[src/rtl/nphe_pkg.sv]
// nphe_pkg: shared types and constants for the nand page hamming ecc block
// used by the channel interfaces, the parity term logic, the core and the top level
`default_nettype none

package nphe_pkg;

  localparam int WORD_W      = 11;
  localparam int COUNT_W     = 16;
  localparam int BLOCK_BYTES = 256;
  localparam int POS_W       = 8;

  localparam logic [WORD_W-1:0]  WORD_ZERO  = '0;
  localparam logic [COUNT_W-1:0] COUNT_MAX  = '1;
  localparam logic [COUNT_W-1:0] BLOCK_SIZE = COUNT_W'(BLOCK_BYTES);
  localparam logic [COUNT_W-1:0] PAGE_SMALL = COUNT_W'(BLOCK_BYTES);
  localparam logic [COUNT_W-1:0] PAGE_LARGE = COUNT_W'(2 * BLOCK_BYTES);

  // column parity masks, odd and even groups
  localparam logic [7:0] MASK_P1_ODD  = 8'hAA;
  localparam logic [7:0] MASK_P1_EVEN = 8'h55;
  localparam logic [7:0] MASK_P2_ODD  = 8'hCC;
  localparam logic [7:0] MASK_P2_EVEN = 8'h33;
  localparam logic [7:0] MASK_P4_ODD  = 8'hF0;
  localparam logic [7:0] MASK_P4_EVEN = 8'h0F;

  typedef enum logic [1:0] {
    KIND_DATA  = 2'd0,
    KIND_CLEAR = 2'd1,
    KIND_LOAD  = 2'd2
  } kind_t;

  typedef struct packed {
    logic [1:0]         kind;
    logic [7:0]         data_byte;
    logic [COUNT_W-1:0] count_value;
  } nphe_item_t;

  typedef struct packed {
    logic [WORD_W-1:0]  ecc_first_odd;
    logic [WORD_W-1:0]  ecc_first_even;
    logic [WORD_W-1:0]  ecc_second_odd;
    logic [WORD_W-1:0]  ecc_second_even;
    logic [COUNT_W-1:0] byte_count;
    logic               page_complete;
  } nphe_result_t;

endpackage

`default_nettype wire

[src/rtl/nphe_in_if.sv]
// nphe_in_if: input channel carrying one page item per transaction
// depends on nphe_pkg for field widths
`default_nettype none

interface nphe_in_if;
  import nphe_pkg::*;

  logic               valid;
  logic               ready;
  logic [1:0]         kind;
  logic [7:0]         data_byte;
  logic [COUNT_W-1:0] count_value;

  modport source (output valid, output kind, output data_byte, output count_value,
                  input ready);
  modport sink   (input valid, input kind, input data_byte, input count_value,
                  output ready);
endinterface

`default_nettype wire

[src/rtl/nphe_out_if.sv]
// nphe_out_if: result channel carrying the ecc words and byte count
// depends on nphe_pkg for field widths
`default_nettype none

interface nphe_out_if;
  import nphe_pkg::*;

  logic               valid;
  logic               ready;
  logic [WORD_W-1:0]  ecc_first_odd;
  logic [WORD_W-1:0]  ecc_first_even;
  logic [WORD_W-1:0]  ecc_second_odd;
  logic [WORD_W-1:0]  ecc_second_even;
  logic [COUNT_W-1:0] byte_count;
  logic               page_complete;

  modport source (output valid, output ecc_first_odd, output ecc_first_even,
                  output ecc_second_odd, output ecc_second_even,
                  output byte_count, output page_complete, input ready);
  modport sink   (input valid, input ecc_first_odd, input ecc_first_even,
                  input ecc_second_odd, input ecc_second_even,
                  input byte_count, input page_complete, output ready);
endinterface

`default_nettype wire

[src/rtl/nphe_absorb.sv]
// nphe_absorb: odd and even parity terms contributed by one data byte
// depends on nphe_pkg for word width and column masks
`default_nettype none

module nphe_absorb (
  input  wire logic [7:0]                 data_byte,
  input  wire logic [nphe_pkg::POS_W-1:0] pos,
  output logic [nphe_pkg::WORD_W-1:0]     odd_term,
  output logic [nphe_pkg::WORD_W-1:0]     even_term
);
  import nphe_pkg::*;

  logic line_par;

  assign line_par = ^data_byte;

  always_comb begin
    odd_term     = WORD_ZERO;
    even_term    = WORD_ZERO;
    odd_term[0]  = ^(data_byte & MASK_P1_ODD);
    even_term[0] = ^(data_byte & MASK_P1_EVEN);
    odd_term[1]  = ^(data_byte & MASK_P2_ODD);
    even_term[1] = ^(data_byte & MASK_P2_EVEN);
    odd_term[2]  = ^(data_byte & MASK_P4_ODD);
    even_term[2] = ^(data_byte & MASK_P4_EVEN);
    // line parity goes to the odd word where the position bit is set
    for (int k = 0; k < POS_W; k++) begin
      odd_term[3+k]  = line_par & pos[k];
      even_term[3+k] = line_par & ~pos[k];
    end
  end
endmodule

`default_nettype wire

[src/rtl/nphe_core.sv]
// nphe_core: parity word and byte count registers with their per-item update
// depends on nphe_pkg and nphe_absorb
`default_nettype none

module nphe_core (
  input  wire logic                  clk,
  input  wire logic                  rst_n,
  input  wire logic                  take,
  input  wire nphe_pkg::nphe_item_t  item,
  input  wire logic                  cfg_wr_en,
  input  wire logic                  cfg_wr_data,
  output nphe_pkg::nphe_result_t     result_nxt
);
  import nphe_pkg::*;

  logic [WORD_W-1:0]  first_odd_r,  first_odd_nxt;
  logic [WORD_W-1:0]  first_even_r, first_even_nxt;
  logic [WORD_W-1:0]  second_odd_r, second_odd_nxt;
  logic [WORD_W-1:0]  second_even_r, second_even_nxt;
  logic [COUNT_W-1:0] count_r, count_nxt;
  logic               large_page_r;
  logic [WORD_W-1:0]  odd_term, even_term;
  logic [COUNT_W-1:0] page_size;
  kind_t              kind;

  assign kind = kind_t'(item.kind);

  nphe_absorb u_absorb (
    .data_byte (item.data_byte),
    .pos       (count_r[POS_W-1:0]),
    .odd_term  (odd_term),
    .even_term (even_term)
  );

  always_comb begin
    first_odd_nxt   = first_odd_r;
    first_even_nxt  = first_even_r;
    second_odd_nxt  = second_odd_r;
    second_even_nxt = second_even_r;
    count_nxt       = count_r;
    case (kind)
      KIND_DATA: begin
        if (count_r < BLOCK_SIZE) begin
          first_odd_nxt  = first_odd_r ^ odd_term;
          first_even_nxt = first_even_r ^ even_term;
        end else begin
          second_odd_nxt  = second_odd_r ^ odd_term;
          second_even_nxt = second_even_r ^ even_term;
        end
        if (count_r != COUNT_MAX) begin
          count_nxt = count_r + 1'b1;
        end
      end
      KIND_CLEAR: begin
        first_odd_nxt   = WORD_ZERO;
        first_even_nxt  = WORD_ZERO;
        second_odd_nxt  = WORD_ZERO;
        second_even_nxt = WORD_ZERO;
        count_nxt       = '0;
      end
      KIND_LOAD: begin
        count_nxt = item.count_value;
      end
      default: begin
        // unused kind leaves the state as is
      end
    endcase
  end

  assign page_size = large_page_r ? PAGE_LARGE : PAGE_SMALL;

  always_comb begin
    result_nxt.ecc_first_odd   = first_odd_nxt;
    result_nxt.ecc_first_even  = first_even_nxt;
    result_nxt.ecc_second_odd  = second_odd_nxt;
    result_nxt.ecc_second_even = second_even_nxt;
    result_nxt.byte_count      = count_nxt;
    result_nxt.page_complete   = (count_nxt >= page_size);
  end

  always_ff @(posedge clk) begin
    if (!rst_n) begin
      first_odd_r   <= WORD_ZERO;
      first_even_r  <= WORD_ZERO;
      second_odd_r  <= WORD_ZERO;
      second_even_r <= WORD_ZERO;
      count_r       <= '0;
    end else if (take) begin
      first_odd_r   <= first_odd_nxt;
      first_even_r  <= first_even_nxt;
      second_odd_r  <= second_odd_nxt;
      second_even_r <= second_even_nxt;
      count_r       <= count_nxt;
    end
  end

  always_ff @(posedge clk) begin
    if (!rst_n) begin
      large_page_r <= 1'b0;
    end else if (cfg_wr_en) begin
      large_page_r <= cfg_wr_data;
    end
  end

`ifndef ASSERT_OFF
  a_clear_zeroes: assert property (@(posedge clk) disable iff (!rst_n)
    rst_n && take && kind == KIND_CLEAR |=>
      count_r == '0 && first_odd_r == WORD_ZERO && second_even_r == WORD_ZERO)
    else $error("clear left state nonzero");

  a_count_saturates: assert property (@(posedge clk) disable iff (!rst_n)
    rst_n && take && kind == KIND_DATA && count_r == COUNT_MAX |=> count_r == COUNT_MAX)
    else $error("byte count wrapped past saturation");

  a_idle_holds: assert property (@(posedge clk) disable iff (!rst_n)
    rst_n && !take |=> $stable(count_r) && $stable(first_odd_r) && $stable(second_odd_r))
    else $error("state changed without a transaction");

  a_first_block_only: assert property (@(posedge clk) disable iff (!rst_n)
    rst_n && take && kind == KIND_DATA && count_r < BLOCK_SIZE |=>
      $stable(second_odd_r) && $stable(second_even_r))
    else $error("first block byte touched the second pair");
`endif
endmodule

`default_nettype wire

[src/rtl/nand_page_hamming_ecc_top.sv]
// nand_page_hamming_ecc_top: nand page hamming ecc accumulator with output register
// depends on nphe_pkg, nphe_in_if, nphe_out_if and nphe_core
//
//   channel   direction  handshake        payload
//   in_chan   sink       valid/ready      kind, data_byte, count_value
//   out_chan  source     valid/ready      four ecc words, byte_count, page_complete
//   cfg       write      cfg_wr_en        cfg_wr_data (large_page)
//
// one transaction per cycle while in_chan is ready: the state update is an xor and increment
// on the accumulator registers, and the result sits in one output register.
// each accepted item yields its result from the output register in the next cycle.
// in_chan is ready whenever the output register is empty or being taken.
// rst_n is synchronous and clears the ecc words, the count and large_page.
`default_nettype none

module nand_page_hamming_ecc_top (
  input  wire logic clk,
  input  wire logic rst_n,
  nphe_in_if.sink   in_chan,
  nphe_out_if.source out_chan,
  input  wire logic cfg_wr_en,
  input  wire logic cfg_wr_data
);
  import nphe_pkg::*;

  logic         out_valid_r;
  nphe_result_t result_nxt;
  nphe_result_t result_r;
  nphe_item_t   item;
  logic         take;

  assign in_chan.ready = !out_valid_r || out_chan.ready;
  assign take          = in_chan.valid && in_chan.ready;

  assign item.kind        = in_chan.kind;
  assign item.data_byte   = in_chan.data_byte;
  assign item.count_value = in_chan.count_value;

  nphe_core u_core (
    .clk         (clk),
    .rst_n       (rst_n),
    .take        (take),
    .item        (item),
    .cfg_wr_en   (cfg_wr_en),
    .cfg_wr_data (cfg_wr_data),
    .result_nxt  (result_nxt)
  );

  always_ff @(posedge clk) begin
    if (!rst_n) begin
      out_valid_r <= 1'b0;
    end else if (take) begin
      out_valid_r <= 1'b1;
    end else if (out_chan.ready) begin
      out_valid_r <= 1'b0;
    end
  end

  always_ff @(posedge clk) begin
    if (take) begin
      result_r <= result_nxt;
    end
  end

  assign out_chan.valid           = out_valid_r;
  assign out_chan.ecc_first_odd   = result_r.ecc_first_odd;
  assign out_chan.ecc_first_even  = result_r.ecc_first_even;
  assign out_chan.ecc_second_odd  = result_r.ecc_second_odd;
  assign out_chan.ecc_second_even = result_r.ecc_second_even;
  assign out_chan.byte_count      = result_r.byte_count;
  assign out_chan.page_complete   = result_r.page_complete;
endmodule

`default_nettype wire

[src/flat_wrapper.sv]
// flat-port wrapper written by rule: the top's interface ports become plain ports
module nand_page_hamming_ecc_top_flat import nphe_pkg::*;
  (clk, rst_n, cfg_wr_en, cfg_wr_data, in_chan_valid, in_chan_kind, in_chan_data_byte, in_chan_count_value, in_chan_ready, out_chan_valid, out_chan_ecc_first_odd, out_chan_ecc_first_even, out_chan_ecc_second_odd, out_chan_ecc_second_even, out_chan_byte_count, out_chan_page_complete, out_chan_ready);
  nphe_in_if in_chan_i ();
  nphe_out_if out_chan_i ();
  input  wire logic clk;
  input  wire logic rst_n;
  input  wire logic cfg_wr_en;
  input  wire logic cfg_wr_data;
  input wire logic [$bits(in_chan_i.valid)-1:0] in_chan_valid;
  input wire logic [$bits(in_chan_i.kind)-1:0] in_chan_kind;
  input wire logic [$bits(in_chan_i.data_byte)-1:0] in_chan_data_byte;
  input wire logic [$bits(in_chan_i.count_value)-1:0] in_chan_count_value;
  output wire logic [$bits(in_chan_i.ready)-1:0] in_chan_ready;
  output wire logic [$bits(out_chan_i.valid)-1:0] out_chan_valid;
  output wire logic [$bits(out_chan_i.ecc_first_odd)-1:0] out_chan_ecc_first_odd;
  output wire logic [$bits(out_chan_i.ecc_first_even)-1:0] out_chan_ecc_first_even;
  output wire logic [$bits(out_chan_i.ecc_second_odd)-1:0] out_chan_ecc_second_odd;
  output wire logic [$bits(out_chan_i.ecc_second_even)-1:0] out_chan_ecc_second_even;
  output wire logic [$bits(out_chan_i.byte_count)-1:0] out_chan_byte_count;
  output wire logic [$bits(out_chan_i.page_complete)-1:0] out_chan_page_complete;
  input wire logic [$bits(out_chan_i.ready)-1:0] out_chan_ready;
  assign in_chan_i.valid = in_chan_valid;
  assign in_chan_i.kind = in_chan_kind;
  assign in_chan_i.data_byte = in_chan_data_byte;
  assign in_chan_i.count_value = in_chan_count_value;
  assign in_chan_ready = in_chan_i.ready;
  assign out_chan_valid = out_chan_i.valid;
  assign out_chan_ecc_first_odd = out_chan_i.ecc_first_odd;
  assign out_chan_ecc_first_even = out_chan_i.ecc_first_even;
  assign out_chan_ecc_second_odd = out_chan_i.ecc_second_odd;
  assign out_chan_ecc_second_even = out_chan_i.ecc_second_even;
  assign out_chan_byte_count = out_chan_i.byte_count;
  assign out_chan_page_complete = out_chan_i.page_complete;
  assign out_chan_i.ready = out_chan_ready;
  nand_page_hamming_ecc_top u_core (.clk(clk), .rst_n(rst_n), .in_chan(in_chan_i), .out_chan(out_chan_i), .cfg_wr_en(cfg_wr_en), .cfg_wr_data(cfg_wr_data));
endmodule
[config.mk]
export PLATFORM = sky130hd
export DESIGN_NAME = nand_page_hamming_ecc_top_flat
export DESIGN_NICKNAME = d
export VERILOG_FILES = /design/src/rtl/nphe_pkg.sv /design/src/rtl/nphe_in_if.sv /design/src/rtl/nphe_out_if.sv /design/src/rtl/nphe_absorb.sv /design/src/rtl/nphe_core.sv /design/src/rtl/nand_page_hamming_ecc_top.sv /design/src/flat_wrapper.sv
export SDC_FILE = /design/constraint.sdc
export NUM_CORES = 1
export LEC_CHECK = 0
export ABC_AREA = 1
export BUFFER_PORTS_ARGS = -buffer_cell sky130_fd_sc_hd__buf_4
export CORE_ASPECT_RATIO = 1.25
export CORE_UTILIZATION = 32
export CTS_CLUSTER_DIAMETER = 60
export DETAILED_ROUTE_END_ITERATION = 10
export MAX_ROUTING_LAYER = met4
export PLACE_DENSITY = 0.49
export SLEW_MARGIN = 20
export SYNTH_ARGS = -nofsm -noshare
export SYNTH_HDL_FRONTEND = slang
export SYNTH_SLANG_ARGS = --single-unit
[constraint.sdc]
create_clock -name clk -period 3.7 [get_ports clk]
set_input_delay 1.11 -clock clk [delete_from_list [all_inputs] [get_ports clk]]
set_output_delay 1.11 -clock clk [all_outputs]
set_load 0.02 [all_outputs]
==> results.yml, run 1 <==
final_layout:
  fin_cells: 1179
  n_fill_cell: 2112
  syn_to_final_growth_pct: 22.9
  insertedDiodeCount: 0
  multi_input_area_um2: 2840
  postLayoutCellArea_um2: 8210
  num-nets-final: 931
  drive_above_1_share: 0.232
  seqCellArea_um2: 3070
logic_synthesis:
  synth_nets: 855
  avgSynthCellArea_um2: 8.14
  yosysWarnings: 0
  synth_top_area_frac: 0.274
  synth_seq_cells: 123
  synthTopCellsByArea: "edfxtp_1, dfxtp_1, inv_1"
  syn_area_um2: 6680
  yosysSeqAreaShare: 0.460
  synth_cell_types: 31
  synthArstFlopShare: 0
  syn-instance-count: 820
  synth_top_area_cell: "edfxtp_1"
  synth_enable_flop_cells: 61
  synth_flop_cell: "dfxtp_1"
clock_tree:
  root_buffer: "clkbuf_16"
  cts_setup_buffers: 0
  cts_resized: 0
  cts_buffers: 17
  insertion_delay_ns: 0.42
  cts_tree: "built"
  postCtsHoldBufs: 0
  cts.sinks: 123
  clockBufferDepth: 2
  clkTransAtPathRegs_ns: 0.06
  htree_levels: 4
placement:
  place_area_um2: 7570
  gp_congestion: 0.896
  portBuffers: 94
  dpl.hpwl_um: 11800
  dp_cells: 1147
detailed_routing:
  drc_errors: 0
  detail_route.wl_per_cell_um: 14.8
  route.vias.total: 5669
  dr.pass1.iters: 5
  wl_um: 17400
  dr.first_iter.drc_count: 395
  routed_via_density: 4.81
  drt.antenna.violating_nets: 0
worst_hold_path:
  hp-class: "register to register"
  hold_start: "u_core.out_chan.valid"
sta:
  relSlewSlack: 0.528
  rsz0062_at_grt: "false"
  skew_ns: 0.00931
  fin_crit_ns: 2.83
  finalSetupTns_ns: 0
  finalHoldViolCount: 0
  final-max-slew-violation-count: 0
  max_freq_mhz: 354
  setup_violations: 0
  worstMarginPinSlew_ns: 0.708
  timing.final.crit_share: 0.764
  hold_ws_ns: 0.528
critical_path:
  timing.critical_path.cells: "inv_2 > nor2_2 > nand2_1 > nor2_1 > nand2_1 > nand3_1 > nand3_1 > nand2_1 > o21ai_1 > inv_1 > ha_1 > a21oi_1 > nand3_1 > nor2_1 > nand2_1"
  crit_type: "register to register"
  startpoint_type: "register"
  endpoint_kind: "register"
  crit_top_cell: "nand2_1"
  critPathSlowestCell: "dfxtp_1"
  crit_fanout: 9
  max_stage_delay_ns: 0.62
  critPathArrivalTime_ns: 2.99
  reg2reg_from: "u_core.u_core.count_r[3]"
  setup.worst_path.start: "u_core.u_core.count_r[3]"
  required_ns: 3.87
pwr:
  total_power_w: 0.00415
  seqPwrFrac: 0.395
  leakage_nw: 3.73
  swShare: 0.275
  p_sw_w: 0.00114
  combPwrFrac: 0.177
  ir_worst_vdd_mv: 0.300
  power_density_nw_per_um2: 506
  internal_power_w: 0.00301
  clock_power_share: 0.428
run:
  max_cap_violations: 0
die:
  start_util: 0.329
  die_h_um: 164
  die_x_um: 131
  placementRows: 58
  dieArea_um2: 21500
  core_um2: 20300
  ios: 95
global_routing:
  antenna_found_initial: 0
  grt_max_degree: 65
  grt_pass1_wl_um: 27300
  grt-ovfl-total: 0
  grt_use_total: 0.169
  grt_pass1_vias: 5179
outcome:
  outcome: "complete, no violations"
==> power by group through the flow <==
stage	clock network [W]	registers (W)	logic (W)
detailed placement	0	0.00167	0.000741
finish	0.00178	0.00164	0.000735
global placement	0	0.00167	0.000736
floorplan	0	0.00172	0.000462
global route	0.00187	0.00165	0.000811
CTS	0.00182	0.00164	0.000744
==> cell usage in the layout, fill, tap and decap left out, types with 2 or more instances in the layout <==
cell / n
inv_1: 131
nand2_1: 129
buf_4: 105
nand3_1: 87
o21ai_0: 77
dfxtp_1: 62
edfxtp_1: 61
a21oi_1: 42
nand4_1: 37
nor2_1: 34
nand3_2: 28
a21oi_2: 28
clkbuf_16: 17
xnor2_1: 11
a21o_1: 8
xor2_1: 7
nor2_2: 5
a31o_2: 4
clkbuf_8: 4
bufinv_16: 4
nand2_2: 3
inv_2: 3
clkinv_1: 3
ha_1: 3
clkinv_2: 3
clkbuf_1: 3
xor2_2: 2
o21ai_1: 2
==> cells in the mapped netlist, drive strengths merged (2+ instances only) <==
| cell type | count |
|---|---|
| inv | 135 |
| nand2 | 134 |
| nand3 | 115 |
| o21ai | 79 |
| a21oi | 70 |
| dfxtp | 62 |
| edfxtp | 61 |
| nor2 | 39 |
| nand4 | 37 |
| buf | 27 |
| clkbuf | 22 |
| xnor2 | 11 |
| xor2 | 9 |
| a21o | 8 |
| a31o | 4 |
| ha | 3 |
| clkinv | 2 |
==> through the flow <==
stage / setup WS [ns] / utilization
finish: 0.874 / 0.404
global route: 0.695 / 0.404
CTS: 0.905 / 0.404
detailed placement: 0.671 / 0.373
global placement: 0.615 / 0.373
floorplan: 0.573 / -
==> registers in the layout (all words and copies together), names as in the netlist, 11 cells and up <==
name and count:
u_core.out_chan.byte_count 16, u_core.u_core.count_r 16, u_core.out_chan.ecc_first_even 11, u_core.out_chan.ecc_first_odd 11
u_core.out_chan.ecc_second_even 11, u_core.out_chan.ecc_second_odd 11, u_core.u_core.first_even_r 11, u_core.u_core.first_odd_r 11
u_core.u_core.second_even_r 11, u_core.u_core.second_odd_r 11
==> per-layer routing <==
| layer | track usage | vias up | share of wire |
|---|---|---|---|
| met3 | 0.0360 | 23 | 0.036 |
| met1 | 0.209 | 2633 | 0.46 |
| met5 | - | - | 0 |
| met4 | 0.0583 | 0 | 0.015 |
| li1 | - | 2881 | - |
| met2 | 0.275 | 132 | 0.49 |
==> logic make-up after synthesis <==
family                   count (synthesis)  share of synthesized area
adder cells (fa/ha/maj)                  3                    0.00562
AO/OA/AOI/OAI                          162                      0.143
flip-flops                             123                      0.460
AND/OR/NAND/NOR                        326                      0.247
buffers and inverters                  186                      0.116
XOR/XNOR                                20                     0.0285
==> area by class of cell <==
cell class                      count  share of cell area
Timing Repair Buffer              106              0.0985
Multi-Input combinational cell    511               0.346
Tap cell                          270              0.0412
Clock buffer                       24              0.0599
Clock inverter                      8              0.0169
Sequential cell                   123               0.375
Inverter                          137              0.0633
==> worst max-delay path: cells and delay by family, from the launching register on <==
family / cells / cell delay, ns
compound gates: 2 / 0.23
fa+ha+maj: 1 / 0.24
buf+inv: 2 / 0.29
flops: 1 / 0.62
simple gates: 10 / 1.18
==> final timing paths <==
check	end	slack, ns	cells past startpoint
worst max-delay path	u_core.out_chan.page_complete	0.87	15
worst min-delay path	u_core.out_chan.valid	0.53	2
worst max register to register	u_core.out_chan.page_complete	0.87	15
worst min register to register	u_core.out_chan.valid	0.53	2
No activity file was read; power rests on OpenSTA's default activity.
==> run 2: changes to the inputs <==
==> constraint.sdc (replaced) <==
create_clock -name clk -period 2.3 [get_ports clk]
set_input_delay 0.69 -clock clk [delete_from_list [all_inputs] [get_ports clk]]
set_output_delay 0.69 -clock clk [all_outputs]
set_load 0.02 [all_outputs]
==> run 2 against run 1 <==
  * Clock power increased by 46%
  * Sequential share of layout area decreased by 2.0 points
  * Non-clock buffer count increased by 53
  * Setup slack got worse by 0.73 ns
  * Sequential power increased by 59%
  * Clock-buffer cell count decreased by 1
  * Critical path depth increased by 1
  * Critical endpoint unchanged
==> results.yml, run 2 (synthesis gave the netlist of run 1 again) <==
critical_path:
  required_ns: 2.49
  endpoint_kind: "register"
  crit_type: "register to register"
  crit_fanout: 2
  rr_worst_depth: 16
  startpoint_type: "register"
  critPathArrivalTime_ns: 2.34
placement:
  dpl.hpwl_um: 12700
  portBuffers: 94
  gp_congestion: 0.917
  pre_cts_ws_ns: 0.0310
sta:
  worstMarginPinSlew_ns: 0.613
  final-max-slew-violation-count: 0
  skew_ns: 0.0114
  finalHoldViolCount: 0
  setup_violations: 0
  max_freq_mhz: 463
  finalSetupTns_ns: 0
  fin_crit_ns: 2.16
  hold_ws_ns: 0.487
  relSlewSlack: 0.591
  rsz0062_at_grt: "true"
  timing.final.crit_share: 0.939
  worst_slack_ns: 0.141
worst_hold_path:
  holdPathStages: 3
  hp-class: "primary input to register"
detailed_routing:
  drt.antenna.violating_nets: 0
  dr.first_iter.drc_count: 343
  drc_errors: 0
  route.vias.total: 5852
  routed_via_density: 4.75
  wl_um: 18100
  dr.pass1.iters: 7
  detail_route.wl_per_cell_um: 14.7
clock_tree:
  cts_tree: "built"
  root_buffer: "clkbuf_16"
  insertion_delay_ns: 0.43
  htree_levels: 4
  postCtsHoldBufs: 0
  cts_buffers: 17
  clkTransAtPathRegs_ns: 0.06
  cts.sinks: 123
  clockBufferDepth: 2
global_routing:
  grt_max_degree: 52
  grt_use_total: 0.178
  grt-ovfl-total: 0
  grt_pass1_vias: 5436
  antenna_found_initial: 0
  grt_pass1_wl_um: 28600
final_layout:
  final_common_cell: "buf_4"
  insertedDiodeCount: 0
  drive_above_1_share: 0.293
  syn_to_final_growth_pct: 30.1
  num-nets-final: 984
  final_cell_mix: "buf_4, inv_1, nand2_1, nand3_1, o21ai_0"
  fin_util: 0.428
run:
  max_cap_violations: 0
pwr:
  total_power_w: 0.00658
  leakage_nw: 4.01
  ir_worst_vdd_mv: 0.539
  power_density_nw_per_um2: 757
die:
  placementRows: 58
  ios: 95
  die_h_um: 164
  die_x_um: 131
  start_util: 0.329
  core_um2: 20300
  dieArea_um2: 21500
outcome:
  outcome: "complete, no violations"
-- run 2: per-stage QoR --
step	cell area, um^2	cells
floorplan	6690	820
global placement	8050	1198
detailed placement	8050	1198
CTS	8610	1230
global route	8690	1232
finish	8690	1232
-- run 2: worst max-delay path, stage by stage, from the launching register on --
cell and delay, ns:
dfxtp_2 0.35, ha_4 0.15, nand2_4 0.05, nor2_4 0.12
nand2_2 0.07, nor2_2 0.12, nand2_1 0.08, nand3_1 0.08
nand3_1 0.07, nand2_1 0.07, o21ai_2 0.07, inv_2 0.09
ha_4 0.21, a21oi_2 0.14, nand3_1 0.08, nor2_1 0.11
nand2_1 0.05
-- run 2: what timing repair did --
item	CTS	global route
gates resized for setup	0	20
setup buffers	0	2
endpoints found under the setup margin	0	1
-- run 2: worst paths after layout --
path | start | endpoint | slack (ns)
worst max register to register | u_core.u_core.count_r[1] | u_core.out_chan.page_complete | 0.14
worst min register to register | u_core.out_chan.valid | u_core.out_chan.valid | 0.54
worst max-delay path | u_core.u_core.count_r[1] | u_core.out_chan.page_complete | 0.14
worst min-delay path | cfg_wr_data | u_core.u_core.large_page_r | 0.49
-- run 2: cell type report --
class / count / area (um^2)
fill: 2103 / 11600
sequential: 123 / 3080
multi-input combinational: 511 / 2900
timing repair buffer: 159 / 1290
inverter: 137 / 519
clock buffer: 23 / 468
tap: 270 / 338
clock inverter: 9 / 95.1
-- run 2: where the power goes --
| part | internal, W | total [W] | switching [W] |
|---|---|---|---|
| combinational | 0.000526 | 0.00137 | 0.000841 |
| clock | 0.00164 | 0.00260 | 0.000962 |
| sequential | 0.00252 | 0.00261 | 0.0000939 |
| total | 0.00468 | 0.00658 | 0.00190 |
-- run 2: metal layers --
metal  track usage  part of all wire  up-vias  routed length (um)
li1              -                 -     2986                   -
met5             -                 0        -                   0
met4        0.0620             0.016        0                 297
met3        0.0369             0.041       26                 732
met2         0.298              0.50      142                9080
met1         0.211              0.44     2698                7950
